## config.mk

```make
export PLATFORM = sky130hd
export DESIGN_NAME = avi_index_seek_entry_builder_top
export DESIGN_NICKNAME = d
export VERILOG_FILES = /design/src/hdl/aisb_pkg.sv /design/src/hdl/avi_index_seek_entry_builder_top.sv /design/src/hdl/aisb_div.sv
export VERILOG_INCLUDE_DIRS = /design/src /design/src/hdl
export SDC_FILE = /design/constraint.sdc
export NUM_CORES = 2
export LEC_CHECK = 0
export BUFFER_PORTS_ARGS = -buffer_cell sky130_fd_sc_hd__buf_2
export CORE_MARGIN = 2
export CORE_UTILIZATION = 67
export CTS_BUF_LIST = sky130_fd_sc_hd__clkbuf_4 sky130_fd_sc_hd__clkbuf_8
export CTS_CLUSTER_DIAMETER = 50
export CTS_CLUSTER_SIZE = 28
export DETAILED_ROUTE_END_ITERATION = 7
export GPL_TIMING_DRIVEN = 0
export PLACE_DENSITY = 0.86
export SLEW_MARGIN = 25
export SYNTH_ARGS = -nofsm -noshare
export SYNTH_HDL_FRONTEND = slang
export SYNTH_SLANG_ARGS = --single-unit
```

## constraint.sdc

```tcl
create_clock -name i_clk -period 25.6 [get_ports i_clk]
set_clock_uncertainty 0.1 [all_clocks]
set_input_delay 3.84 -clock i_clk [delete_from_list [all_inputs] [get_ports i_clk]]
set_output_delay 3.84 -clock i_clk [all_outputs]
set_load 0.05 [all_outputs]
```

## src/hdl/assert_macros.svh

```systemverilog
// Assertion macros shared by the RTL of the index seek-entry builder.
// Bodies drop out when SYNTHESIS is defined; no other dependencies.
`ifndef ASSERT_MACROS_SVH
`define ASSERT_MACROS_SVH

`ifndef SYNTHESIS

// Same-cycle implication, checked at every rising clock edge out of reset.
`define ASSERT_IMPL(label, clk, rst_n, ante, cons) \
    label: assert property (@(posedge clk) disable iff (!rst_n) (ante) |-> (cons)) \
        else $error("same-cycle check failed");

// Next-cycle implication, checked at every rising clock edge out of reset.
`define ASSERT_NEXT(label, clk, rst_n, ante, cons) \
    label: assert property (@(posedge clk) disable iff (!rst_n) (ante) |=> (cons)) \
        else $error("next-cycle check failed");

`else

`define ASSERT_IMPL(label, clk, rst_n, ante, cons)
`define ASSERT_NEXT(label, clk, rst_n, ante, cons)

`endif

`endif

```

## src/hdl/aisb_pkg.sv

```systemverilog
// Package for the index seek-entry builder: widths, codes, state type,
// divider interface structs and the hex digit decoder. No dependencies.
`timescale 1ns / 1ps

package aisb_pkg;

    localparam int unsigned DIVIDEND_W = 64;
    localparam int unsigned DIVISOR_W  = 32;
    localparam int unsigned DIV_CNT_W  = $clog2(DIVIDEND_W);
    localparam logic [DIV_CNT_W-1:0] DIV_LAST = DIV_CNT_W'(DIVIDEND_W - 1);

    localparam int unsigned CFG_IDX_W  = 3;
    localparam int unsigned CFG_DATA_W = 32;

    typedef enum logic [1:0] {
        FUNC_LEGACY         = 2'd0,
        FUNC_STANDARD       = 2'd1,
        FUNC_START_LEGACY   = 2'd2,
        FUNC_START_STANDARD = 2'd3
    } t_func;

    typedef enum logic [CFG_IDX_W-1:0] {
        CFG_STREAM_SELECT  = 3'd0,
        CFG_KEYFRAMES_ONLY = 3'd1,
        CFG_RATE           = 3'd2,
        CFG_SCALE          = 3'd3,
        CFG_SAMPLE_SIZE    = 3'd4,
        CFG_KEY_MASK       = 3'd5,
        CFG_NO_TIME_MASK   = 3'd6
    } t_cfg_idx;

    typedef enum logic [3:0] {
        S_IDLE,
        S_MUL_START,
        S_MS1,
        S_MS2,
        S_TS_START,
        S_TS_WAIT,
        S_EMIT,
        S_ADV,
        S_SMP_START,
        S_SMP_WAIT,
        S_MUL_ADV,
        S_ADD
    } t_state;

    typedef struct packed {
        logic                  start;
        logic [DIVIDEND_W-1:0] dividend;
        logic [DIVISOR_W-1:0]  divisor;
    } t_div_ctl;

    typedef struct packed {
        logic                  busy;
        logic                  done;
        logic [DIVIDEND_W-1:0] quotient;
    } t_div_sts;

    // {valid, value} of one ASCII hex character, either case.
    function automatic logic [4:0] hex_digit(input logic [7:0] c);
        logic [4:0] res;
        res = '0;
        if (c >= 8'h30 && c <= 8'h39) begin
            res = {1'b1, c[3:0]};
        end else if ((c >= 8'h41 && c <= 8'h46) || (c >= 8'h61 && c <= 8'h66)) begin
            res = {1'b1, 4'(c[3:0] + 4'd9)};
        end
        return res;
    endfunction

endpackage

```

## src/hdl/avi_index_seek_entry_builder_top.sv

```systemverilog
// Top level of the index seek-entry builder: sequencer, config registers,
// shared multiplier and output register. Depends on aisb_pkg, aisb_div and
// assert_macros.svh.
//
//   channel   direction  handshake                 word
//   input     in         i_in_valid / o_in_ready   func, tag, flags, size, offset,
//                                                  segment base and start
//   output    out        o_out_valid / i_out_ready timestamp, position, time, abs
//   config    in         i_cfg_wr_en (no wait)     index, 32-bit data
//
// A start-legacy word or a filtered legacy word is done when accepted; a start-standard
// word adds one 32x32 multiply. An entry that emits and advances with a nonzero
// sample size passes through the accept step, the ms setup, two passes of the
// radix-2 divider (timestamp, then sample count), the emit step and the advance,
// multiply and add steps; with sample size zero the second pass and the multiply
// are skipped. Reset is synchronous, active low, and restores the register reset
// values and zero running time and base. A held output word stalls the sequencer
// only at the load of the next result.
`timescale 1ns / 1ps

`include "assert_macros.svh"

module avi_index_seek_entry_builder_top (
    input  logic                       i_clk,
    input  logic                       i_rst_n,

    input  logic                       i_cfg_wr_en,
    input  logic [aisb_pkg::CFG_IDX_W-1:0]  i_cfg_index,
    input  logic [aisb_pkg::CFG_DATA_W-1:0] i_cfg_wdata,

    input  logic                       i_in_valid,
    output logic                       o_in_ready,
    input  logic [1:0]                 i_func,
    input  logic [31:0]                i_chunk_tag,
    input  logic [31:0]                i_entry_flags,
    input  logic [31:0]                i_entry_size,
    input  logic [31:0]                i_entry_offset,
    input  logic [63:0]                i_segment_base,
    input  logic [31:0]                i_segment_start,

    output logic                       o_out_valid,
    input  logic                       i_out_ready,
    output logic signed [31:0]         o_seek_ms,
    output logic [63:0]                o_seek_pos,
    output logic [63:0]                o_seek_time,
    output logic                       o_absolute_pos
);
    import aisb_pkg::*;

    // state and config
    t_state       r_state, n_state;
    logic [7:0]   r_stream_select, n_stream_select;
    logic         r_keyframes_only, n_keyframes_only;
    logic [31:0]  r_rate, n_rate;
    logic [31:0]  r_scale, n_scale;
    logic [31:0]  r_sample_size, n_sample_size;
    logic [31:0]  r_key_mask, n_key_mask;
    logic [31:0]  r_no_time_mask, n_no_time_mask;
    logic [63:0]  r_run_time, n_run_time;
    logic [63:0]  r_base, n_base;
    logic         r_out_valid, n_out_valid;

    // latched word and working registers
    logic         r_is_std, n_is_std;
    logic         r_advance, n_advance;
    logic [30:0]  r_size, n_size;
    logic [31:0]  r_offset, n_offset;
    logic [31:0]  r_seg_start, n_seg_start;
    logic [63:0]  r_prod, n_prod;
    logic [31:0]  r_ts, n_ts;
    logic [63:0]  r_adv, n_adv;

    // output word
    logic [31:0]  r_out_ts, n_out_ts;
    logic [63:0]  r_out_pos, n_out_pos;
    logic [63:0]  r_out_time, n_out_time;
    logic         r_out_abs, n_out_abs;

    logic         w_accept;
    logic [4:0]   w_hi, w_lo;
    logic         w_match;
    logic         w_leg_key;
    logic         w_no_time;
    logic         w_emit;
    logic [31:0]  w_mul_a;
    logic [63:0]  w_mul;
    t_div_ctl     w_div_ctl;
    t_div_sts     w_div_sts;

    aisb_div u_div (
        .i_clk   (i_clk),
        .i_rst_n (i_rst_n),
        .i_ctl   (w_div_ctl),
        .o_sts   (w_div_sts)
    );

    assign o_in_ready = (r_state == S_IDLE);
    assign w_accept   = i_in_valid && o_in_ready;

    // legacy stream match: byte 0 is the high hex digit
    assign w_hi      = hex_digit(i_chunk_tag[7:0]);
    assign w_lo      = hex_digit(i_chunk_tag[15:8]);
    assign w_match   = w_hi[4] && w_lo[4] && ({w_hi[3:0], w_lo[3:0]} == r_stream_select);
    assign w_leg_key = |(i_entry_flags & r_key_mask);
    assign w_no_time = |(i_entry_flags & r_no_time_mask);

    // shared multiplier: segment start on a standard start, sample count otherwise;
    // a 32x32 product with zero-extended operands
    assign w_mul_a = (r_state == S_MUL_START) ? r_seg_start : w_div_sts.quotient[31:0];
    assign w_mul   = {32'b0, w_mul_a} * {32'b0, r_scale};

    always_comb begin
        n_state          = r_state;
        n_stream_select  = r_stream_select;
        n_keyframes_only = r_keyframes_only;
        n_rate           = r_rate;
        n_scale          = r_scale;
        n_sample_size    = r_sample_size;
        n_key_mask       = r_key_mask;
        n_no_time_mask   = r_no_time_mask;
        n_run_time       = r_run_time;
        n_base           = r_base;
        n_out_valid      = r_out_valid;
        n_is_std         = r_is_std;
        n_advance        = r_advance;
        n_size           = r_size;
        n_offset         = r_offset;
        n_seg_start      = r_seg_start;
        n_prod           = r_prod;
        n_ts             = r_ts;
        n_adv            = r_adv;
        n_out_ts         = r_out_ts;
        n_out_pos        = r_out_pos;
        n_out_time       = r_out_time;
        n_out_abs        = r_out_abs;
        w_emit           = 1'b0;

        w_div_ctl.start    = 1'b0;
        w_div_ctl.dividend = r_prod;
        w_div_ctl.divisor  = r_rate;

        // config writes are to arrive only while idle; the block itself does not enforce this
        if (i_cfg_wr_en) begin
            unique case (t_cfg_idx'(i_cfg_index))
                CFG_STREAM_SELECT:  n_stream_select  = i_cfg_wdata[7:0];
                CFG_KEYFRAMES_ONLY: n_keyframes_only = i_cfg_wdata[0];
                CFG_RATE:           n_rate           = i_cfg_wdata;
                CFG_SCALE:          n_scale          = i_cfg_wdata;
                CFG_SAMPLE_SIZE:    n_sample_size    = i_cfg_wdata;
                CFG_KEY_MASK:       n_key_mask       = i_cfg_wdata;
                CFG_NO_TIME_MASK:   n_no_time_mask   = i_cfg_wdata;
                default: ;
            endcase
        end

        // drop the output word once taken
        if (r_out_valid && i_out_ready) begin
            n_out_valid = 1'b0;
        end

        unique case (r_state)
            S_IDLE: begin
                if (w_accept) begin
                    n_is_std    = (t_func'(i_func) == FUNC_STANDARD);
                    n_size      = i_entry_size[30:0];
                    n_offset    = i_entry_offset;
                    n_seg_start = i_segment_start;
                    unique case (t_func'(i_func))
                        FUNC_START_LEGACY: begin
                            n_run_time = '0;
                        end
                        FUNC_START_STANDARD: begin
                            n_base  = i_segment_base;
                            n_state = S_MUL_START;
                        end
                        FUNC_LEGACY: begin
                            w_emit    = w_match && (!r_keyframes_only || w_leg_key);
                            n_advance = w_match && !w_no_time;
                            n_state   = w_emit ? S_MS1 : (n_advance ? S_ADV : S_IDLE);
                        end
                        FUNC_STANDARD: begin
                            w_emit    = !r_keyframes_only || !i_entry_size[31];
                            n_advance = 1'b1;
                            n_state   = w_emit ? S_MS1 : S_ADV;
                        end
                        default: ;
                    endcase
                end
            end
            S_MUL_START: begin
                n_run_time = w_mul;
                n_state    = S_IDLE;
            end
            // time * 1000 = time * 1024 - time * 16 - time * 8, mod 2^64
            S_MS1: begin
                n_prod  = (r_run_time << 10) - (r_run_time << 3);
                n_state = S_MS2;
            end
            S_MS2: begin
                n_prod  = r_prod - (r_run_time << 4);
                n_state = S_TS_START;
            end
            S_TS_START: begin
                w_div_ctl.start = 1'b1;
                n_state         = S_TS_WAIT;
            end
            S_TS_WAIT: begin
                if (w_div_sts.done) begin
                    n_ts    = w_div_sts.quotient[31:0];
                    n_state = S_EMIT;
                end
            end
            S_EMIT: begin
                // hold until the output register is free
                if (!r_out_valid || i_out_ready) begin
                    n_out_valid = 1'b1;
                    n_out_ts    = r_ts;
                    n_out_pos   = r_is_std ? (r_base + {32'b0, r_offset}) : {32'b0, r_offset};
                    n_out_time  = r_run_time;
                    n_out_abs   = r_is_std;
                    n_state     = r_advance ? S_ADV : S_IDLE;
                end
            end
            S_ADV: begin
                if (r_sample_size == '0) begin
                    n_adv   = {32'b0, r_scale};
                    n_state = S_ADD;
                end else begin
                    n_state = S_SMP_START;
                end
            end
            S_SMP_START: begin
                w_div_ctl.start    = 1'b1;
                w_div_ctl.dividend = {33'b0, r_size};
                w_div_ctl.divisor  = r_sample_size;
                n_state            = S_SMP_WAIT;
            end
            S_SMP_WAIT: begin
                if (w_div_sts.done) begin
                    n_state = S_MUL_ADV;
                end
            end
            S_MUL_ADV: begin
                n_adv   = w_mul;
                n_state = S_ADD;
            end
            S_ADD: begin
                n_run_time = r_run_time + r_adv;
                n_state    = S_IDLE;
            end
            default: begin
                n_state = S_IDLE;
            end
        endcase
    end

    always_ff @(posedge i_clk) begin
        if (!i_rst_n) begin
            r_state          <= S_IDLE;
            r_stream_select  <= 8'd0;
            r_keyframes_only <= 1'b0;
            r_rate           <= 32'd1;
            r_scale          <= 32'd1;
            r_sample_size    <= 32'd0;
            r_key_mask       <= 32'd16;
            r_no_time_mask   <= 32'd256;
            r_run_time       <= '0;
            r_base           <= '0;
            r_out_valid      <= 1'b0;
        end else begin
            r_state          <= n_state;
            r_stream_select  <= n_stream_select;
            r_keyframes_only <= n_keyframes_only;
            r_rate           <= n_rate;
            r_scale          <= n_scale;
            r_sample_size    <= n_sample_size;
            r_key_mask       <= n_key_mask;
            r_no_time_mask   <= n_no_time_mask;
            r_run_time       <= n_run_time;
            r_base           <= n_base;
            r_out_valid      <= n_out_valid;
        end
    end

    always_ff @(posedge i_clk) begin
        r_is_std    <= n_is_std;
        r_advance   <= n_advance;
        r_size      <= n_size;
        r_offset    <= n_offset;
        r_seg_start <= n_seg_start;
        r_prod      <= n_prod;
        r_ts        <= n_ts;
        r_adv       <= n_adv;
        r_out_ts    <= n_out_ts;
        r_out_pos   <= n_out_pos;
        r_out_time  <= n_out_time;
        r_out_abs   <= n_out_abs;
    end

    assign o_out_valid    = r_out_valid;
    assign o_seek_ms      = signed'(r_out_ts);
    assign o_seek_pos     = r_out_pos;
    assign o_seek_time    = r_out_time;
    assign o_absolute_pos = r_out_abs;

    // divider is started only when free, and finishes only where it is awaited
    `ASSERT_IMPL(a_div_start_free, i_clk, i_rst_n, w_div_ctl.start, !w_div_sts.busy)
    `ASSERT_IMPL(a_div_done_wait, i_clk, i_rst_n, w_div_sts.done, (r_state == S_TS_WAIT) || (r_state == S_SMP_WAIT))
    // a result never overwrites a word still waiting at the output
    `ASSERT_NEXT(a_emit_waits, i_clk, i_rst_n, (r_state == S_EMIT) && r_out_valid && !i_out_ready, r_state == S_EMIT)

endmodule

```

## src/hdl/aisb_div.sv

```systemverilog
// Radix-2 restoring divider, 64-bit dividend by 32-bit divisor, one
// quotient bit per cycle. Depends on aisb_pkg.
`timescale 1ns / 1ps

module aisb_div (
    input  logic               i_clk,
    input  logic               i_rst_n,
    input  aisb_pkg::t_div_ctl i_ctl,
    output aisb_pkg::t_div_sts o_sts
);
    import aisb_pkg::*;

    logic                  r_busy, n_busy;
    logic                  r_done, n_done;
    logic [DIV_CNT_W-1:0]  r_cnt, n_cnt;
    logic [DIVISOR_W-1:0]  r_rem, n_rem;
    logic [DIVIDEND_W-1:0] r_quo, n_quo;
    logic [DIVISOR_W-1:0]  r_dsr, n_dsr;

    logic [DIVISOR_W:0]    w_trial;
    logic [DIVISOR_W:0]    w_diff;
    logic                  w_ge;

    always_comb begin
        // shift in the next dividend bit, try to subtract
        w_trial = {r_rem, r_quo[DIVIDEND_W-1]};
        w_diff  = w_trial - {1'b0, r_dsr};
        w_ge    = (w_trial >= {1'b0, r_dsr});

        n_busy = r_busy;
        n_done = 1'b0;
        n_cnt  = r_cnt;
        n_rem  = r_rem;
        n_quo  = r_quo;
        n_dsr  = r_dsr;
        if (i_ctl.start) begin
            n_busy = 1'b1;
            n_cnt  = '0;
            n_rem  = '0;
            n_quo  = i_ctl.dividend;
            n_dsr  = i_ctl.divisor;
        end else if (r_busy) begin
            n_rem = w_ge ? w_diff[DIVISOR_W-1:0] : w_trial[DIVISOR_W-1:0];
            n_quo = {r_quo[DIVIDEND_W-2:0], w_ge};
            n_cnt = DIV_CNT_W'(r_cnt + 1'b1);
            if (r_cnt == DIV_LAST) begin
                n_busy = 1'b0;
                n_done = 1'b1;
            end
        end
    end

    always_ff @(posedge i_clk) begin
        if (!i_rst_n) begin
            r_busy <= 1'b0;
            r_done <= 1'b0;
        end else begin
            r_busy <= n_busy;
            r_done <= n_done;
        end
    end

    always_ff @(posedge i_clk) begin
        r_cnt <= n_cnt;
        r_rem <= n_rem;
        r_quo <= n_quo;
        r_dsr <= n_dsr;
    end

    assign o_sts.busy     = r_busy;
    assign o_sts.done     = r_done;
    assign o_sts.quotient = r_quo;

endmodule

```

### After elaboration in Yosys (flattened, before gate mapping)

Cells that the tools add are included.

* add/sub/neg operators: 8
* multipliers: 1
* div/mod/pow operators: 0
* order comparisons: 13
* equal/unequal tests: 29
* shift operators: 0
* mux-type cells: 36
* bitwise gates (word level): 4
* reductions and logical operators: 49

Operator list (number)
* $mux 64: 5
* $pmux 64 s2: 2
* $pmux 64 s3: 1
* $sub 64x64->64: 2
* $mux 32: 3
* $mux 96: 1
* $add 64x32->64: 1
* $add 64x64->64: 1
* $and 32x32->32: 2
* $mul 32x32->64: 1
* $reduce_or 32->1: 2
* $pmux 4 s10: 1
* $ge 33x32->1: 1
* $ge 8x7->1 const B: 4
* $le 8x7->1 const B: 4
* $logic_not 32->1: 1
* $sub 32x32->32: 1
* $reduce_and 2->1: 11
* $mux 5: 4
* $eq 4x3->1 const B: 4
* $eq 4x4->1 const B: 4
* $ge 8x6->1 const B: 2
* $le 8x6->1 const B: 2
* $mux 4: 4
* other kinds (32): 76

* register bits: 856
* bits in latches: 0
* memory bits (writable): 0
* ROM bits: 0
* bits of input ports: 266
* output and inout port bits: 163
* memories kept: 0

### Depth between registers and ports, before layout

* depth in word-level cells: 13
* depth in mapped cells: 36

### Hierarchy

Synthesis repeated with hierarchy kept, for this count alone.

* cell total of the unflattened synthesis: 8575
* area, all modules: 80123.1 µm²

Modules (own cells, without submodules)
* avi_index_seek_entry_builder_top: instances 1, cells each 7892, area each 72676.0 µm², sequential area each 18507.8 µm²
* aisb_div: instances 1, cells each 683, area each 7447.1 µm², sequential area each 3683.5 µm²

### Least setup slack after synthesis

No wires, ideal clock.

* path kind: input to register
* start: input i_out_ready
* end: register r_out_abs, in the netlist o_absolute_pos, enable pin
* setup time: 703 ps
* data arrival time: 11008 ps
* required time: 24797 ps
* setup slack: 13789 ps
* stages: 2
* path buffers: 0
* cell sequence: nor2b_1 nor2b_1

* word-level cells in the longest chain between the ends: 2

RTL lines
* from (decl): line avi_index_seek_entry_builder_top.sv:42 `input logic i_out_ready,`
* $logic_or 1x1->1: line avi_index_seek_entry_builder_top.sv:215 `if (!r_out_valid || i_out_ready) begin`
* $reduce_and 2->1 (no source line)
* to (signal assigned): line avi_index_seek_entry_builder_top.sv:297 `r_out_abs <= n_out_abs;`
* to (decl): line avi_index_seek_entry_builder_top.sv:77 `logic r_out_abs, n_out_abs;`

No other way between the ends.
A chain may end at the register's enable or synchronous reset.

### Final worst setup path

* start: register r_state[2]
* end: register r_run_time[63]

* word-level cells in the longest chain between the ends: 4
* elaborated cells on any way between the ends: 11
* those cells by class: mul: 1; eq/ne: 4; mux: 2; reduce/logical: 4

RTL lines
* from (decl): line avi_index_seek_entry_builder_top.sv:51 `t_state r_state, n_state;`
* from (signal assigned): line avi_index_seek_entry_builder_top.sv:271 `r_state <= n_state;`
* $eq 4x1->1 or $logic_not 4->1 (tied branches): line avi_index_seek_entry_builder_top.sv:109, avi_index_seek_entry_builder_top.sv:161, avi_index_seek_entry_builder_top.sv:97
* $mux 32 or $logic_and 1x1->1 (tied branches): line avi_index_seek_entry_builder_top.sv:109, avi_index_seek_entry_builder_top.sv:98
* $mul 32x32->64 or $ne 2x1->1 (tied branches)
* $pmux 64 s3 or $reduce_and 3->1 (tied branches)
* to (signal assigned): line avi_index_seek_entry_builder_top.sv:279 `r_run_time <= n_run_time;`
* to (decl): line avi_index_seek_entry_builder_top.sv:59 `logic [63:0] r_run_time, n_run_time;`

Several ways; a longest one is shown, not always the timed one.

==> summary.md <==
| Metric | Value |
|---|---|
| Clock Latency Late Sink | 0.82 ns |
| Final instance area | around 85,000 µm² |
| Leading cell types in the layout, fill and taps excluded | 1,342 x nand2_1, 1,044 x inv_1, 900 x fa_1 |
| Async set-or-reset flop fraction in the synthesized netlist | 0 |
| Post-synth top flop | edfxtp_1 |
| Initial antenna violation count | 43 |
| VDD IR max | 0.04761 mV |
| GRT Util Overall | 0.4685 |
| Pre-antenna DRT Iters | 8 |
| Top cells by area, synth | fa_1 23%, edfxtp_1 19%, dfxtp_1 8.7% |
| R2R Setup Slk | around 13 ns |
| Die Width | roughly 350 µm |
| Net Count, Synth | slightly above 10,000 |
| Reg2Reg Depth | 32 |
| Wire length on met2 | approximately 120 mm |
| Crit Reg-Reg Startpoint | r_state[2] |
| Number of global-route vias before repair | approximately 67,000 |
| First-pass GRT wire length | between 400 and 500 mm |
| Cts hold-fix bufs | 0 |
| Die Y | between 300 and 400 µm |
| # rows | around 130 |
| Filler cells | 8,605 |
| MaxCap Viol Count | 0 |
| Post-Route Utilization | 0.7334 |
| Slowest stage delay, CP | ~0.87 ns |
| Synth Area per Inst | 9.319 µm² |
| Vias | between 60,000 and 70,000 |
| Worst slew pin tran | about 1.3 ns |
| Final nets | roughly 11,000 |
| Seq/Total Area, Yosys | 0.2812 |
| Detailed-route DRC error count | 2 |
| Clock slew at reported path FFs | ~0.12 ns |
| Share of the synthesized area in the top cell type | 0.2283 |
| DR top layer | met5 |
| Worst relative slew slack | 0.1313 |
| Largest net degree at the start of global routing | between 50 and 60 |
| WHS Endpoint | o_seek_ms[27] |
| Total Routed Length | ~280 mm |
| Final ANT Viol Nets | 0 |
| Routed wire per std cell | ~27 µm |
| Area of the core | 116,500 µm² |
| Crit Path Category | flip-flop to flip-flop |
| Commonest non-fill, non-tap cell in the layout | nand2_1 |
| Post-CTS resize count | 0 |
| Min-delay src | r_ts[27] |
| Req. time, crit path | around 26 ns |
| Post-CTS Setup Bufs | 0 |
| Drt initial violations | between 8,000 and 9,000 |
| FF+latch count, synth | 853 |
| Clk root buf | clkbuf_8 |
| Placed Area | ~83,000 µm² |
| Max-slew violation count | 0 |
| EDFF count, synth | 511 |
| Crit share post-route | 0.4841 |
| Number of port buffers | 411 |
| Hold_ws | between 0.3 and 0.4 ns |
| Layout cells sized above 1 | 0.07828 |
| CP max stage cell | clkbuf_1 |
| Startpoint type of the worst setup path | flip-flop |
| Final setup vio count | 0 |
| Met3 WL post-DR | ~35 mm |
| Final hold violation count | 0 |
| Area Growth Syn to Fin | 8.292% |
| Maximum clock rate | between 80 and 90 MHz |
| Sum Neg Setup Slack | 0 ns |
| CTS Sinks | 853 |
| Most used cell, CP | fa_1 |
| Gr ovfl total | 0 |
| Failing checks | design-rule violations |
| CTS tree | built |
| FF-to-FF End | r_run_time[63] |
| Yosys warning total | 0 |
| Hpwl dp | 228.2 mm |
| Worst Hold Class | flip-flop to flip-flop |
| Final min period | 12.39 ns |
| H-tree depth | 3 |
| WHS Path Cells | 0 |
| Synth area leader | fa_1 |
| Run status | finished, violations left |
| Leakage power | ~38 nW |
| I/O pin count | 429 |
| Routability cong. | roughly 1.1 |
| DIE AREA | between 100,000 and 150,000 µm² |
| CP Max Fanout | 10 |
| Wl on met1 | about 97 mm |
| PwrDens | approximately 55 nW/µm² |
| Synth Instances | around 8,500 |
| Yosys cell types | 91 |
| Worst setup EP type | flip-flop |
| Clock buffer depth | 3 |
| Num CTS Buffers | roughly 80 |
| Unrepaired setup endpoints after global routing | false |
| Data arrival, critical path | around 13 ns |
| Initial core utilization | 0.6773 |
| Mapped Area | between 70,000 and 80,000 µm² |
| CP startpoint | r_state[2] |
| Drt via density | roughly 6.4 |
-- critical path: cells and delay by family (launching register included) --
kind / cells / cell delay [ns]
compound gates: 8 / 1.94
xor+xnor: 1 / 0.45
fa+ha+maj: 9 / 4.61
buf+inv: 6 / 2.25
flops: 1 / 0.36
simple gates: 8 / 2.53
-- state kept, by name (all words and copies together) (netlist names), 4 cells and up --
signal / count
o_seek_pos: 64
o_seek_time: 64
r_adv: 64
r_base: 64
r_run_time: 64
u_div.r_quo: 64
r_prod: 61
o_seek_ms: 32
r_key_mask: 32
r_no_time_mask: 32
r_offset: 32
r_rate: 32
r_sample_size: 32
r_scale: 32
r_seg_start: 32
r_ts: 32
u_div.r_dsr: 32
u_div.r_rem: 32
r_size: 31
r_stream_select: 8
u_div.r_cnt: 6
r_state: 4
-- cell families after synthesis --
logic type,count (synthesis),share of synthesized area
AO/OA/AOI/OAI,1575,0.1244
XOR/XNOR,330,0.03663
adder cells (fa/ha/maj),1414,0.3098
buffers and inverters,1483,0.07060
flip-flops,853,0.2812
multiplexers,109,0.01484
AND/OR/NAND/NOR,2704,0.1625
-- area by class of cell --
| type | count | area (µm²) | area share |
|---|---|---|---|
| repair buffers | 428 | 2436 | 0.02851 |
| clock buffers | 87 | 1179 | 0.01379 |
| well taps | 1524 | 1907 | 0.02231 |
| clock inverters | 61 | 858.3 | 0.01004 |
| multi-input cells | 6132 | 51180 | 0.5989 |
| diodes | 43 | 107.6 | 0.001259 |
| inverters | 1044 | 3919 | 0.04586 |
| plain buffers | 439 | 1675 | 0.01960 |
| flip-flops and latches | 853 | 22190 | 0.2597 |
-- synthesized netlist by cell type, types with 13 or more instances --
cell type / count
nand2_1: 1343
inv_1: 1044
fa_1: 900
and2_1: 660
a21oi_1: 637
ha_1: 514
edfxtp_1: 511
clkbuf_1: 420
dfxtp_1: 342
o21ai_0: 290
nor2_1: 280
a21o_1: 177
xnor2_1: 172
xor2_1: 158
nand3_1: 79
nor2b_1: 68
mux2_2: 64
nand4_1: 59
and3_1: 54
o21bai_1: 52
mux2i_1: 45
o21a_1: 41
a221oi_1: 40
nand2b_1: 40
nor3_1: 37
a22oi_1: 36
a31oi_1: 36
a22o_1: 31
a211oi_1: 24
o211ai_1: 22
nor4_1: 21
o31ai_1: 18
a222oi_1: 15
buf_1: 15
a21boi_0: 14
o21ai_1: 13
-- through the flow --
| stage | instances | setup WS [ns] | total power [mW] |
|---|---|---|---|
| final | 10611 | 13.21 | 4.664 |
| after global routing | 10581 | 13.32 | 4.869 |
| after detailed placement | 10420 | 13.82 | 3.589 |
| after global placement | 10403 | 10.55 | 3.544 |
| after floorplan | 8468 | 13.79 | 3.008 |
| after CTS | 10568 | 13.76 | 4.582 |
-- power by group --
| group | switching [mW] | internal (mW) |
|---|---|---|
| Clock | 0.588 | 0.416 |
| Sequential | 0.0762 | 1.56 |
| Combinational | 1.26 | 0.762 |
| Total | 1.93 | 2.74 |
-- worst max path at each step --
stage                      to  slack, ns
4_1_cts        r_run_time[63]      13.76
5_1_grt        r_run_time[63]      13.32
6_report       r_run_time[63]      13.21
3_5_place_dp   r_run_time[63]      13.82
2_1_floorplan  o_absolute_pos      13.79
3_3_place_gp    o_seek_pos[7]      10.55
-- routing by layer --
layer,GRT usage,vias up
met2,0.7211,4873
met5,0,-
met4,0.3634,18
met1,0.5574,32513
met3,0.1319,1352
li1,-,28887
(Power assumes the default switching activity.)
